--- src/hdl/sfd_pkg.sv ---
// Shared types and constants for the spring force pipeline.
package sfd_pkg;

    localparam int CoordW  = 32;
    localparam int DiffW   = CoordW + 1;
    localparam int SumW    = 68;
    localparam int LenW    = 34;
    localparam int StW     = LenW + 1;
    localparam int KW      = 16;
    localparam int ProdW   = KW + StW;
    localparam int NumW    = ProdW + DiffW;
    localparam int DenW    = LenW + 8;
    localparam int QW      = 32;
    localparam int SqCells = LenW;
    localparam int DvCells = QW;
    localparam int Axes    = 3;

    localparam logic REG_SPRING_CONSTANT = 1'b0;
    localparam logic REG_REST_LENGTH     = 1'b1;

    typedef struct packed {
        logic [Axes-1:0][DiffW-1:0] dm;
        logic [Axes-1:0]            dneg;
    } t_side;

    typedef struct packed {
        logic [SumW-1:0] rem;
        logic [SumW-1:0] res;
        logic [SumW-1:0] one;
        t_side           side;
    } t_sq;

    typedef struct packed {
        logic [Axes-1:0][DenW-1:0] rem;
        logic [Axes-1:0][QW-1:0]   low;
        logic [Axes-1:0][QW-1:0]   q;
        logic [DenW-1:0]           den;
        logic [Axes-1:0]           ovf;
        logic [Axes-1:0]           neg;
        logic                      zero;
        logic [LenW-1:0]           len;
        logic [StW-1:0]            st;
    } t_dv;

endpackage

--- src/hdl/sfd_sqrt_cell.sv ---
// One bit step of the integer square root chain.
module sfd_sqrt_cell import sfd_pkg::*; (
    input  logic i_clk,
    input  logic i_rst_n,
    input  logic i_en,
    input  logic i_v,
    input  t_sq  i_cell,
    output logic o_v,
    output t_sq  o_cell
);

    logic        r_v;
    t_sq         r_cell;
    t_sq         n_cell;
    logic [SumW:0] trial;

    always_comb begin
        n_cell = i_cell;
        trial  = {1'b0, i_cell.res} + {1'b0, i_cell.one};
        if ({1'b0, i_cell.rem} >= trial) begin
            n_cell.rem = i_cell.rem - trial[SumW-1:0];
            n_cell.res = (i_cell.res >> 1) + i_cell.one;
        end else begin
            n_cell.res = i_cell.res >> 1;
        end
        n_cell.one = i_cell.one >> 2;
    end

    always_ff @(posedge i_clk) begin
        if (!i_rst_n) begin
            r_v <= 1'b0;
        end else if (i_en) begin
            r_v <= i_v;
        end
    end

    always_ff @(posedge i_clk) begin
        if (i_en) begin
            r_cell <= n_cell;
        end
    end

    assign o_v    = r_v;
    assign o_cell = r_cell;

endmodule

--- config.mk ---
export PLATFORM = sky130hd
export DESIGN_NAME = sfd_sqrt_cell
export DESIGN_NICKNAME = d
export VERILOG_FILES = /design/src/hdl/sfd_pkg.sv /design/src/hdl/sfd_sqrt_cell.sv
export SDC_FILE = /design/constraint.sdc
export NUM_CORES = 1
export LEC_CHECK = 0
export BUFFER_PORTS_ARGS = -buffer_cell sky130_fd_sc_hd__buf_2
export CAP_MARGIN = 15
export CORE_AREA = 2 2 241 243
export CTS_CLUSTER_SIZE = 25
export DETAILED_ROUTE_END_ITERATION = 8
export DIE_AREA = 0 0 243 245
export REMOVE_ABC_BUFFERS = 1
export SYNTH_ARGS = -nofsm -noshare
export SYNTH_HDL_FRONTEND = slang
export SYNTH_SLANG_ARGS = --single-unit
--- constraint.sdc ---
create_clock -name i_clk -period 8.3 [get_ports i_clk]
set_clock_uncertainty 0.15 [all_clocks]
set_input_delay 0.415 -clock i_clk [delete_from_list [all_inputs] [get_ports i_clk]]
set_output_delay 0.415 -clock i_clk [all_outputs]
set_load 0.02 [all_outputs]
==> results.txt <==
----------------------------------------------------
[Synth]
  Post-Synth XOR/XNOR Area ... 0.0725
  Synthesis-stage register bit count ... ~300
  Post-synthesis cell area ... about 23000 µm²
  Async set-or-reset flop fraction in the synthesized netlist ... 0
  Library cell occupying the most area in the post-synthesis netlist ... edfxtp_1
  Combinational family with the most area after synthesis ... compound AO/OA/AOI/OAI gates
  Post-synthesis cell type count ... 76
  Ranking of synthesized cells by area ... edfxtp_1 40%, ha_1 11%, a21oi_1 5.1%
  Number of enable-type register cells in the synthesized netlist ... between 300 and 400
  Simple-Gate Fraction of Synth Area ... 0.112
  Synth Flop Type ... edfxtp_1
  Ys Warns ... 0
  Share of cell area taken by muxes after synthesis ... 0.0681
  Mean instance size in the synthesized netlist ... ~10 µm²
  Synthesized-area fraction occupied by ao, oa, aoi and oai cells ... 0.198
  Number of cells produced by synthesis ... about 2200
  Post-synth top area share ... 0.404
  Sequential-to-total area share from yosys stat ... 0.405
  Fraction of the mapped netlist area in adder cells ... 0.115

[Routing]
  First drt pass iteration count ... 5
  Vias per cell ... approximately 5.5
  Total number of vias ... about 21000
  Routed wire length per instance ... 21.2 µm
  DRC errors left ... 0
  First DRT Iteration DRCs ... 1414
  Wire length after detailed routing ... about 80 mm
  Number of antenna-violating nets in the routed design ... 0

[STA]
  Hold Violations, Final ... 0
  Post-layout min period ... slightly below 8 ns
  Fmax ... roughly 130 MHz
  Share of the clock period used by the worst path ... 0.954
  Worst-case headroom to the max-slew limit ... 0.367
  RSZ-0062 raised after global routing ... false
  Total count of max-transition violations in the final report ... 0
  Worst hold margin ... 0.0176 ns
  Worst-Margin Slew ... ~0.95 ns
  Final number of setup-violating endpoints ... 0

[Floorplan]
  Die area ... between 50000 and 60000 µm²
  I/O pin total ... between 600 and 700
  Die span in y ... approximately 250 µm
  Core Box Area ... 57000 µm²
  Width of the chip ... 243 µm
  Number of cell rows ... between 80 and 90
  Initial core utilization ... 0.396

[Worst setup path]
  Arrival time at the worst endpoint ... approximately 8.1 ns
  Type of destination of the critical path ... register
  Data required time at the worst endpoint ... around 8.5 ns
  Crit Path Max Fanout ... 54
  Startpoint of the most critical setup path ... i_cell[105]
  Classification of the worst setup path ... input port to register
  Startpoint of the lowest-slack register-to-register path ... o_v$_SDFFE_PN0P_
  Cell depth of the worst flop-to-flop path ... 3
  Category of the worst setup path launch point ... input port

[Clocking]
  TritonCTS clock tree ... yes
  Num CTS Buffers ... 37
  Level count of the clock H-tree ... 2
  Worst-Skew Late Latency ... 0.56 ns
  Root Buffer ... clkbuf_16
  Max Root-Sink Buffers ... 3
  Num Clock Sinks ... a little over 300
  Clock-pin transition on the worst setup and hold timing paths ... approximately 0.060 ns
  Post-CTS sizing ... 0

[Global routing]
  Antenna violations before repair ... 14
  Overflow left after global routing ... 0
  Pin count of the biggest net entering global routing ... 104
  Vias in the first global route ... just over 20000
  Combined global-route utilization of all metal layers ... 0.256
  Global-route wire length before repair ... approximately 120 mm

[Layout]
  Layout overhead on the synthesized area ... 29.4%
  Fraction of layout cells with a size suffix above 1 ... 0.270
  Final cell utilization of the core ... 0.513
  Final Net Count ... approximately 3500

[Pwr]
  Worst ir drop on vdd ... between 0.1 and 0.15 mV
  Static Leak ... ~13 nW
  Cell Pwr Density ... roughly 210 nW/µm²

[Worst hold path]
  Number of cells on the worst hold path ... 2
  Path type of the worst min-delay path ... input port to register
  Critical hold path startpoint ... i_cell[276]

[Placed design]
  Placer Congestion ... between 0.9 and 1
  I/O Buffers ... between 600 and 700
  Estimated wirelength of the detail-placed design ... roughly 63 mm

[Job]
  MaxCap Viol Count ... 0

[Run status]
  Run status ... finished, final reports clean

----------------------------------------------------
[per-layer routing]
| layer | vias to the layer above | part of all wire | GRT usage |
|---|---|---|---|
| li1 | 9899 | - | - |
| met5 | - | 0.00050 | 0 |
| met1 | 9798 | 0.43 | 0.336 |
| met2 | 782 | 0.47 | 0.426 |
| met4 | 6 | 0.031 | 0.0850 |
| met3 | 139 | 0.068 | 0.0470 |
[cell families (layout without fill, tap and decap cells)]
group                      Yosys count  in the layout
and+or+nand+nor                    523            523
AOI/OAI and AO/OA                  701            701
muxes                              136            136
other                                1             12
xor gates and xnor gates           187            187
adders and majority gates          206            206
buffers and inverters              146            921
DFF                                305            305
[where the power goes]
| group | switching (mW) | total, mW | internal, mW |
|---|---|---|---|
| registers | 0.0639 | 2.02 | 1.95 |
| logic | 1.60 | 2.66 | 1.06 |
| clock network | 0.678 | 1.60 | 0.919 |
| total | 2.34 | 6.27 | 3.93 |
[critical path, stage by stage]
cell	delay, ns
dlygate4sd3_1	0.53
buf_2	0.15
ha_1	0.36
a21oi_1	0.16
nor2_1	0.07
a211oi_1	0.49
o211ai_1	0.29
a31o_2	0.33
a221oi_1	0.59
o41a_1	0.35
a31oi_1	0.20
nand2_1	0.12
o21ai_0	0.09
xnor2_1	0.16
ha_1	0.42
and4_1	0.24
nand2_1	0.10
or3_1	0.38
or4_1	0.52
o211ai_1	0.14
nor3b_1	0.09
o41a_1	0.18
nor4_4	0.27
o21ai_1	0.13
a311oi_4	0.50
buf_12	0.33
mux2_2	0.39
[placed cells by master, fill, tap and decap left out, types with 36 or more instances in the layout]
cell type and n:
o21bai_1 50, xnor2_1 107, inv_1 58, nand3_1 36, xor2_1 80, nand4_1 49
mux2_2 96, nand2_1 154, clkbuf_16 37, o21ai_0 121, edfxtp_1 304, a21oi_1 229
buf_2 613, nor2_1 131, ha_1 203, dlygate4sd3_1 174, a21o_1 131
[cell usage after synthesis, types with 26 or more instances]
library cell / count
nand3_1: 36
nor3_1: 30
o21bai_1: 50
o21ai_0: 121
xor2_1: 80
ha_1: 203
nand2_1: 154
nor2_1: 131
inv_1: 58
a21oi_1: 229
clkbuf_1: 61
mux2_2: 96
a21o_1: 131
a31oi_1: 26
nand4_1: 49
xnor2_1: 107
edfxtp_1: 304
mux2_1: 30
[final cells by class]
class | instances | area [µm²]
inverter | 58 | 218
multi-input combinational | 1755 | 12800
clock inverter | 23 | 218
fill | 5206 | 27800
sequential | 305 | 9150
clock buffer | 43 | 948
tap | 765 | 957
timing repair buffer | 797 | 4930
antenna | 10 | 25.0
[what timing repair did]
item,in CTS,in global routing
hold endpoints to repair,173,0
buffers inserted,0,0
hold buffers,174,0
[per-stage QoR]
stage,std cells,TNS [ns],power (mW),area [µm²],setup WS (ns)
4_1_cts,3746,0,6.30,29200,0.472
3_5_place_dp,3506,0,4.61,26300,0.464
2_1_floorplan,2118,-1217.76,3.88,22200,-9.09
3_3_place_gp,3506,0,4.60,26300,0.670
5_1_grt,3752,0,6.60,29200,0.00250
6_report,3756,0,6.27,29300,0.383
[state kept, by name (all words and copies together), names as in the netlist]
register and cells:
o_v 1, o_cell 304
[worst paths after layout]
| path | slack (ns) | to |
|---|---|---|
| worst max-delay path | 0.38 | o_cell[202]$_DFFE_PP_ |
| worst min-delay path | 0.02 | o_cell[276]$_DFFE_PP_ |
| worst max register to register | 6.98 | o_v$_SDFFE_PN0P_ |
| worst min register to register | 0.94 | o_v$_SDFFE_PN0P_ |
Power figures use the tool's default switching activity.
