$ cat src/hdl/sfd_pkg.sv
// Shared types and constants for the spring force pipeline.
package sfd_pkg;

    localparam int CoordW  = 32;
    localparam int DiffW   = CoordW + 1;
    localparam int SumW    = 68;
    localparam int LenW    = 34;
    localparam int StW     = LenW + 1;
    localparam int KW      = 16;
    localparam int ProdW   = KW + StW;
    localparam int NumW    = ProdW + DiffW;
    localparam int DenW    = LenW + 8;
    localparam int QW      = 32;
    localparam int SqCells = LenW;
    localparam int DvCells = QW;
    localparam int Axes    = 3;

    localparam logic REG_SPRING_CONSTANT = 1'b0;
    localparam logic REG_REST_LENGTH     = 1'b1;

    typedef struct packed {
        logic [Axes-1:0][DiffW-1:0] dm;
        logic [Axes-1:0]            dneg;
    } t_side;

    typedef struct packed {
        logic [SumW-1:0] rem;
        logic [SumW-1:0] res;
        logic [SumW-1:0] one;
        t_side           side;
    } t_sq;

    typedef struct packed {
        logic [Axes-1:0][DenW-1:0] rem;
        logic [Axes-1:0][QW-1:0]   low;
        logic [Axes-1:0][QW-1:0]   q;
        logic [DenW-1:0]           den;
        logic [Axes-1:0]           ovf;
        logic [Axes-1:0]           neg;
        logic                      zero;
        logic [LenW-1:0]           len;
        logic [StW-1:0]            st;
    } t_dv;

endpackage

$ cat src/hdl/sfd_div_cell.sv
// One quotient bit step of the three-lane restoring divider chain.
module sfd_div_cell import sfd_pkg::*; (
    input  logic i_clk,
    input  logic i_rst_n,
    input  logic i_en,
    input  logic i_v,
    input  t_dv  i_cell,
    output logic o_v,
    output t_dv  o_cell
);

    logic          r_v;
    t_dv           r_cell;
    t_dv           n_cell;
    logic [DenW:0] rem2 [Axes];

    always_comb begin
        n_cell = i_cell;
        for (int a = 0; a < Axes; a++) begin
            rem2[a] = {i_cell.rem[a], i_cell.low[a][QW-1]};
            n_cell.low[a] = {i_cell.low[a][QW-2:0], 1'b0};
            if (rem2[a] >= {1'b0, i_cell.den}) begin
                n_cell.rem[a] = DenW'(rem2[a] - {1'b0, i_cell.den});
                n_cell.q[a]   = {i_cell.q[a][QW-2:0], 1'b1};
            end else begin
                n_cell.rem[a] = rem2[a][DenW-1:0];
                n_cell.q[a]   = {i_cell.q[a][QW-2:0], 1'b0};
            end
        end
    end

    always_ff @(posedge i_clk) begin
        if (!i_rst_n) begin
            r_v <= 1'b0;
        end else if (i_en) begin
            r_v <= i_v;
        end
    end

    always_ff @(posedge i_clk) begin
        if (i_en) begin
            r_cell <= n_cell;
        end
    end

    assign o_v    = r_v;
    assign o_cell = r_cell;

endmodule

$ cat config.mk
export PLATFORM = sky130hd
export DESIGN_NAME = sfd_div_cell
export DESIGN_NICKNAME = d
export VERILOG_FILES = /design/src/hdl/sfd_pkg.sv /design/src/hdl/sfd_div_cell.sv
export SDC_FILE = /design/constraint.sdc
export NUM_CORES = 1
export LEC_CHECK = 0
export ABC_AREA = 0
export BUFFER_PORTS_ARGS = -buffer_cell sky130_fd_sc_hd__clkbuf_2
export CAP_MARGIN = 20
export CORE_AREA = 10 10 329 331
export DETAILED_ROUTE_END_ITERATION = 12
export DIE_AREA = 0 0 339 341
export SYNTH_ARGS = -nofsm -noshare
export SYNTH_HDL_FRONTEND = slang
export SYNTH_SLANG_ARGS = --single-unit
$ cat constraint.sdc
create_clock -name i_clk -period 7.6 [get_ports i_clk]
set_clock_uncertainty 0.05 [all_clocks]
set_input_delay 0.76 -clock i_clk [delete_from_list [all_inputs] [get_ports i_clk]]
set_output_delay 0.76 -clock i_clk [all_outputs]
set_load 0.05 [all_outputs]
==> run summary, run 1 <==
The die span in x is 339 um. The critical path ends at o_cell[345]. The worst ir drop on vdd is 0.160 mV. The initialized floorplan defines 117 standard-cell rows. The first-pass GRT wire length came out at 152000 um. The number of enable flip-flop cells after synthesis came out at 433. The number of unique standard cell types used by synthesis is 85. Headroom to the max-slew limit came out at 0.261. The critical path goes through clkbuf_2 -> inv_1 -> ha_1 -> nand2_1 -> o21ai_0 -> nor2_1 -> a21oi_1 -> o21ai_1 -> o311a_1 -> o41ai_2 -> o31a_2 -> buf_4 -> mux2_1. After synthesis the cells add up to 22300 um^2. The total clock sinks is 434.

The area added between synthesis and finish is 34.4%. The maximum buffer depth of the clock tree is 3. Across every metal layer, demand over resource in global routing totals 0.187.

The residual overflow from global routing is 0. By area the synthesized netlist is led by edfxtp_1 (58%), ha_1 (7.1%), mux2_1 (3.6%). In this run, synthesis produced a sequential element count of 434.

Counting cells, the worst reg-to-reg path comes to 2. The root buffer cell chosen for the clock tree is clkbuf_16. The arrival time reported for the critical path endpoint came out at 4.95 ns.

The worst setup path is launched from an input port. The H-tree depth reported by CTS came out at 2. The highest attainable clock frequency is 217 MHz. Of all nets on the critical path, the largest fanout is 35. In this run the worst setup path begins at i_cell[86]. By startpoint and endpoint, the worst setup path is classified as in -> reg.

At the pin with the least slew margin, the transition time is 1.11 ns. The dominant cell by count in the synthesized netlist is edfxtp_1. The total via count in the routed design came out at 18300. In this design, the stage delay of the slowest critical-path cell is 0.89 ns. The setup TNS came out at 0 ns. After clock tree synthesis, the flow added hold-fix buffers numbering 0. The die outline height is 341 um.

The net count of the finished layout is 3148. Setup repair after global routing left no endpoint under its margin. The required arrival time at the worst endpoint is 7.94 ns.

The effective utilization at floorplan came out at 0.220. The number of cells on the critical path came out at 13. After detailed routing, the number of vias per cell comes to 4.59.

Once detailed placement completed, the half-perimeter wirelength came to 97100 um. The total number of yosys warnings is 0. The count of final setup violators is 0. The max-slew violation count came out at 0.

The endpoint class of the critical path is a flop. The maximum number of pins on one net before global-route repair came out at 141. The count of buffers added on input and output ports is 870. Wire segments on met3 add up to 10200 um in the final route. The clock transition time at the flip-flop clock pins of the worst setup and hold paths came out at 0.06 ns.

The portion of synthesized cell area occupied by the leading cell type came out at 0.582. The final worst-path cycle share is 0.607. The slowest cell on the critical path is o31a_2. The clock latency of the later-clocked register in the worst-skew pair came out at 0.62 ns. On the critical path the largest part of the delay comes from compound AO/OA/AOI/OAI gates. The fraction of layout cells with a size suffix above 1 is 0.395. The power per unit of standard cell area is 274 nW/um^2. TritonCTS built the clock tree. The final hold violation count is 0. The post-detailed-route DRC marker count came out at 0.

The detailed-routed wire length on met2 is 59100 um. The post-synthesis cell count is 1706. The first routing iteration left 1240 violations. After synthesis, the share of flip-flops with an asynchronous set or reset is 0.

Summed over all instances, the cell type with the most area after synthesis is edfxtp_1. 877 I/O pins were placed. The class of the tightest hold or removal check is in -> reg. Post-CTS timing repair inserted 0 buffers for setup. The detail-routed net length per standard cell came out at 28.6 um. The worst hold slack is 0.245 ns. The post-route minimum period came out at 4.62 ns. The floorplan step defined a die boundary enclosing 116000 um^2. The worst register-to-register path begins at o_v. The share of the yosys chip area belonging to registers is 0.583. Ranked by instance count, the synthesized netlist is headed by edfxtp_1 (433), a21oi_1 (144), ha_1 (126), nand2_1 (99).

Among all flip-flop cells after synthesis, the most frequent one is edfxtp_1. The detailed-router iteration count before antenna repair came out at 8. The via count of the first global-routing pass came out at 18200. The worst register-to-register path ends at o_v. The post-cts repair resize count came out at 0. Once detail routing completed, the nets flagged for antenna violations numbered 0. The number of buffer and inverter stages on the critical path is 3. The average instance area after synthesis came out at 13.1 um^2. In this run the top signal layer used is met5.

Max-cap violations in this run came to 0. The leakage power summed over all cells came out at 13.0 nW. The total CTS buffers is 53. The run finished with clean final reports. The total routed wire length on the met1 layer came out at 42000 um.

The final layout contains routed wiring with a total length of 114000 um. The routability-driven placement congestion ratio is 0.881. The initial antenna violation count is 43. The worst setup slack for register-to-register paths came out at 6.96 ns.

The floorplan core area is 101000 um^2.
-- worst min-delay path by stage --
| stage | start | end | cells past startpoint |
|---|---|---|---|
| floorplan | o_v | o_v | 2 |
| global placement | o_v | o_v | 2 |
| detailed placement | o_v | o_v | 2 |
| CTS | i_cell[15] | o_cell[15] | 1 |
| global route | i_cell[196] | o_cell[197] | 1 |
| finish | i_cell[3] | o_cell[3] | 1 |
-- sequential cells by signal (all words and copies together) (netlist names) --
signal	flops
o_cell	433
o_v	1
-- report_power, final --
group          internal (W)  leakage [nW]  switching [W]
sequential          0.00294          4.25      0.0000792
combinational      0.000645          7.90        0.00175
clock               0.00169         0.899        0.00111
-- routing by layer --
layer,GRT usage,vias to the layer above
met3,0.0733,139
met5,0,-
met2,0.344,719
met1,0.199,9123
li1,-,8315
met4,0.0409,50
-- per-stage QoR --
stage               power [W]  utilization  instances  area (um^2)  setup slack, ns
floorplan             0.00469            -       1708        22400             3.81
global placement      0.00549        0.277       3892        28100             2.32
CTS                   0.00834        0.296       3988        30000             2.96
global route          0.00855        0.296       3988        30000             2.81
finish                0.00822        0.296       3994        30000             2.98
detailed placement    0.00549        0.277       3892        28100             2.29
-- cells in the final DEF (no fill, tap or decap), types with 5 or more instances in the layout --
cell type / count
nand3_1: 26
bufinv_16: 12
clkinvlp_4: 5
a21o_1: 74
inv_1: 70
mux2_4: 38
o31ai_1: 12
mux2i_1: 6
a211oi_1: 10
nor2_1: 74
clkbuf_1: 6
and3_1: 11
or2_2: 6
nor3_1: 25
clkbuf_2: 869
a31oi_1: 16
nand4_1: 37
edfxtp_1: 433
xor2_1: 40
diode_2: 6
xnor2_1: 64
clkbuf_16: 53
buf_4: 8
nand2_1: 99
o21ai_1: 16
ha_1: 126
o21ai_0: 70
mux2_1: 71
o21bai_1: 25
nand2b_1: 10
nor2b_1: 10
or4_1: 5
o211ai_1: 9
nor4_1: 9
clkinv_1: 10
o21a_1: 19
a21oi_1: 144
-- cell type report --
class	instances	area, um^2
inverter	71	267
multi-input combinational	1139	8670
clock inverter	37	534
tap	1368	1710
fill	10600	71400
clock buffer	59	1350
antenna	6	15.0
timing repair buffer	880	4460
sequential	434	13000
-- logic make-up (layout without fill, tap and decap cells) --
logic type / count (synthesis) / in the layout / synth area share
flops: 434 / 434 / 0.583
fa+ha+maj: 129 / 129 / 0.0732
other cells: 1 / 9 / 0.000168
xor+xnor: 104 / 104 / 0.0408
simple gates: 334 / 334 / 0.0739
mux: 117 / 117 / 0.0650
compound gates: 452 / 452 / 0.135
buf+inv: 135 / 1047 / 0.0296
(Power assumes the default switching activity.)
==> run 2: changes to the inputs <==
- ABC_AREA: 0 -> 1
- CORE_AREA: 10 10 329 331 -> 10 10 337 339
- DIE_AREA: 0 0 339 341 -> 0 0 347 349
- clock period: 7.6 -> 4.1 ns (I/O delays scaled with it)
==> run 2 against run 1 <==
Compared with the run above:
- largest power group unchanged
- synthesized area grew 11%
- worst setup slack got worse by 2.3 ns
- total power rose by 89%
- non-clock buffer count rose by 353
- global-route usage is 4.4 points higher
- routed wire length up 28%
- synthesized cell count increased by 73%
- register-to-register slack lost 4.1 ns
- die area rose by 4.8%
- combinational power up 100%
- clock power grew 80%
- sequential share of layout area fell by 7.4 points
==> run summary, run 2 <==
Synth area leaders: edfxtp_1 (52%), nand2_1 (18%), inv_1 (7.2%) (was edfxtp_1 (58%), ha_1 (7.1%), mux2_1 (3.6%)). The global-route usage over all layers was 0.230 (was 0.187). The portion of total power attributed to sequential cells came out at 0.362 (was 0.368).

The fraction of layout cells with a size suffix above 1 is 0.239 (was 0.395). The dominant cell by count in the synthesized netlist is nand2_1 (was edfxtp_1). The average instance area after synthesis is 8.43 um^2 (was 13.1 um^2).

The end-of-flow core utilization came out at 0.340 (was 0.296). The part of the total power dissipated in combinational logic came out at 0.313 (was 0.291). The area added between synthesis and finish came out at 45.7% (was 34.4%). The post-synthesis register bit count is 434 (unchanged). The H-tree depth reported by CTS is 2 (unchanged). The detailed-router iteration count before antenna repair was 5 (was 8). Unrepaired setup endpoints after global routing: no (unchanged). The routed wire length came out at 146000 um (was 114000 um). The worst setup slack for register-to-register paths came out at 2.84 ns (was 6.96 ns). The share of the yosys chip area belonging to registers is 0.523 (was 0.583). The class of the most critical setup path is in -> reg (unchanged). The endpoint class of the critical path was a flop (unchanged). The measured slew at the worst slew-check pin is 0.766 ns (was 1.11 ns). The via count of the first global-routing pass is 25100 (was 18200). The class of the tightest hold or removal check is in -> reg (unchanged).

The number of flip-flops under the largest register name came out at 433 (unchanged). Counting I/O delays and the setup requirement, the final critical path takes 3.38 ns. The clock transition time at the flip-flop clock pins of the worst setup and hold paths was 0.06 ns (about the same).

The internal power is 0.00961 W (was 0.00528 W). The post-synthesis cell area is 24900 um^2 (was 22300 um^2). The TritonCTS clock tree is yes (unchanged). The cell count of the worst hold path came out at 3 (was 1).

The power per unit of standard cell area is 427 nW/um^2 (was 274 nW/um^2). The max-slew violation count is 0 (unchanged). The total via count in the routed design came out at 25200 (was 18300). The async set-or-reset flop fraction in the synthesized netlist is 0 (unchanged). The worst reg-to-reg path cell count is 3 (was 2). The die outline height is 349 um (was 341 um). The floorplan core area is 107000 um^2 (was 101000 um^2). The maximum buffer depth of the clock tree was 3 (unchanged). The placement-stage cell area came out at 31000 um^2 (was 28100 um^2). The clock tree root driver cell is clkbuf_16 (unchanged).

The routability-driven placement congestion ratio came out at 0.985 (was 0.881). The portion of synthesized cell area occupied by the leading cell type is 0.522 (was 0.582). The leading area contributor after synthesis is edfxtp_1 (unchanged). The total CTS buffers came to 53 (unchanged). The count of input and output buffers came to 870 (unchanged). The arrival time reported for the critical path endpoint came out at 3.85 ns (was 4.95 ns).

List of most frequent post-synthesis cells: nand2_1 (1176), inv_1 (476), edfxtp_1 (433), nor2_1 (207), nand3_1 (168) (was edfxtp_1 (433), a21oi_1 (144), ha_1 (126), nand2_1 (99)). The worst ir drop on vdd is 0.294 mV (was 0.160 mV). The endpoint of the most critical register-to-register path was o_v (unchanged). The total net switching power was 0.00589 W (was 0.00294 W). The final hold violation count came out at 0 (unchanged). The post-synthesis cell count came out at 2953 (was 1706).

The prevailing post-synth register cell is edfxtp_1 (unchanged). The part of the power in the clock network came to 0.325 (was 0.341). The switching part of the total power came out at 0.380 (was 0.357).

The mean number of vias per cell is 4.45 (was 4.59). The number of inserted filler cells in the final layout came out at 11300 (was 10600). The effective utilization at floorplan is 0.233 (was 0.220). The leakage power summed over all cells is 18.1 nW (was 13.0 nW).

The post-detailed-route DRC marker count is 0 (unchanged). The die span in x came out at 347 um (was 339 um). The most frequent standard cell in the layout excluding fill and tap cells was nand2_1 (was clkbuf_2). The number of unique standard cell types used by synthesis is 36 (was 85). The area of the die was 121000 um^2 (was 116000 um^2). The worst max-slew margin expressed relative to the limit came to 0.489 (was 0.261).

The critical path launch point type is an input port (unchanged). The setup TNS is 0 ns (unchanged). The maximum fanout count along the critical path is 18 (was 35).

The number of enable flip-flop cells after synthesis is 433 (unchanged). The maximum number of pins on one net before global-route repair came out at 82 (was 141). The floorplan row count came out at 120 (was 117). The final worst-path cycle share is 0.825.

Run status: finished, final reports clean (unchanged). The launch instance of the worst register-to-register path is o_v (unchanged). The total number of yosys warnings came to 0 (unchanged).

The number of nets with antenna violations after detailed routing came out at 0 (unchanged). The total clock sinks is 434 (unchanged). The number of primary I/O pins is 877 (unchanged). The detail-routed net length per standard cell is 25.8 um (was 28.6 um).

The worst min-delay path endpoint is o_cell[435] (was o_cell[3]). The first-pass GRT wire length was 196000 um (was 152000 um). Based on the critical path, the design can be clocked at up to 296 MHz. The residual overflow from global routing is 0 (unchanged). The total half-perimeter wirelength after legalization and detailed placement is 124000 um (was 97100 um). The total of max-cap violations came out at 0 (unchanged). The clock latency of the later-clocked register in the worst-skew pair came to 0.64 ns (was 0.62 ns).

Leading cell types in the layout, fill and taps excluded: nand2_1 (1176), clkbuf_2 (869), inv_1 (476), edfxtp_1 (433), dlygate4sd3_1 (341) (was clkbuf_2 (869), edfxtp_1 (433), a21oi_1 (144), ha_1 (126), nand2_1 (99)). The count of final setup violators is 0 (unchanged). The summed area of non-filler cells in the final layout is 36300 um^2 (was 30000 um^2).

The number of buffers added for setup after CTS is 0 (unchanged). The post-layout net count is 4785 (was 3148). The required arrival time at the worst endpoint was 4.57 ns (was 7.94 ns).

The start point of the worst min-delay path is i_cell[434] (was i_cell[3]). The iteration-0 DRC count of the detailed router is 1859 (was 1240). The initial antenna violation count is 50 (was 43).
## run 2: changes by cell type in the layout (fill, tap and decap cells not counted), moves of 18 or more
cell           before   now
dlygate4sd3_1       0   341
o21a_1             19     1
nand2_1            99  1176
xnor2_1            64     0
inv_1              70   476
o21ai_0            70    38
nor2_1             74   207
a21o_1             74     3
mux2_1             71     0
xor2_1             40    66
nand4_1            37    14
nand3_1            26   168
mux2_4             38     0
a21oi_1           144   106
## run 2: critical path, stage by stage
cell	delay [ns]
dlygate4sd3_1	0.54
clkbuf_2	0.12
inv_1	0.45
buf_4	0.23
ha_1	0.29
nand2_1	0.11
nor2_1	0.19
nand2_1	0.16
nor3_2	0.12
nand2_1	0.10
nand2_1	0.12
nand2_2	0.07
nand2_4	0.19
buf_4	0.31
buf_4	0.26
nand2_1	0.07
nand2_1	0.08
## run 2: worst max-delay path by stage
stage / from / end / cells after the start
after floorplan: i_cell[101] / o_cell[381] / 13
after global placement: i_cell[101] / o_cell[328] / 16
after detailed placement: i_cell[101] / o_cell[316] / 16
after CTS: i_cell[101] / o_cell[328] / 17
after global routing: i_cell[101] / o_cell[322] / 17
final: i_cell[101] / o_cell[324] / 17
## run 2: metal layers
| layer | up-vias | share of wire | global-route usage |
|---|---|---|---|
| met1 | 12000 | 0.37 | 0.255 |
| met5 | - | 0.0010 | 0 |
| li1 | 12000 | - | - |
| met2 | 1005 | 0.51 | 0.420 |
| met3 | 257 | 0.066 | 0.0499 |
| met4 | 22 | 0.053 | 0.101 |
## run 2: cells by family (layout without fill, tap and decap cells)
family	count (synthesis)	count (layout)	share of synthesized area
flip-flops	434	434	0.523
adder cells (fa/ha/maj)	129	129	0.0658
other	1	18	0.000151
buffers and inverters	511	1813	0.0837
XOR/XNOR	66	66	0.0232
AO/OA/AOI/OAI	169	169	0.0365
AND/OR/NAND/NOR	1643	1643	0.267
## run 2: per-stage QoR
| stage | power, W | hold slack (ns) | setup WS [ns] | instances |
|---|---|---|---|---|
| finish | 0.0155 | 0.0369 | 0.716 | 5675 |
| global route | 0.0161 | 0.00798 | 0.505 | 5666 |
| CTS | 0.0157 | 0.000917 | 0.768 | 5660 |
| detailed placement | 0.0103 | 0.490 | 0.637 | 5223 |
| global placement | 0.0103 | 0.483 | 0.657 | 5223 |
| floorplan | 0.00855 | 0.453 | 1.91 | 2955 |
## run 2: cell type report
| cell class | instances | area [um^2] | share of cell area |
|---|---|---|---|
| Sequential cell | 434 | 13000 | 0.359 |
| Antenna cell | 15 | 37.5 | 0.00104 |
| Inverter | 484 | 1820 | 0.0503 |
| Multi-Input combinational cell | 2010 | 9790 | 0.270 |
| Tap cell | 1403 | 1760 | 0.0484 |
| Timing Repair Buffer | 1233 | 8020 | 0.221 |
| Clock inverter | 38 | 468 | 0.0129 |
| Clock buffer | 58 | 1350 | 0.0371 |
## run 2: power by group through the flow
| stage | registers, W | logic [W] | clock network (W) |
|---|---|---|---|
| final | 0.00561 | 0.00485 | 0.00503 |
| after global routing | 0.00564 | 0.00515 | 0.00534 |
| after floorplan | 0.00718 | 0.00137 | 0 |
| after global placement | 0.00570 | 0.00456 | 0 |
| after CTS | 0.00561 | 0.00489 | 0.00517 |
| after detailed placement | 0.00570 | 0.00457 | 0 |
## run 2: repair_timing
| item | CTS | global route |
|---|---|---|
| gates resized for setup | 0 | 0 |
| hold buffers | 341 | 0 |
| endpoints found under the hold margin | 340 | 0 |
| setup endpoints to repair | 0 | 0 |
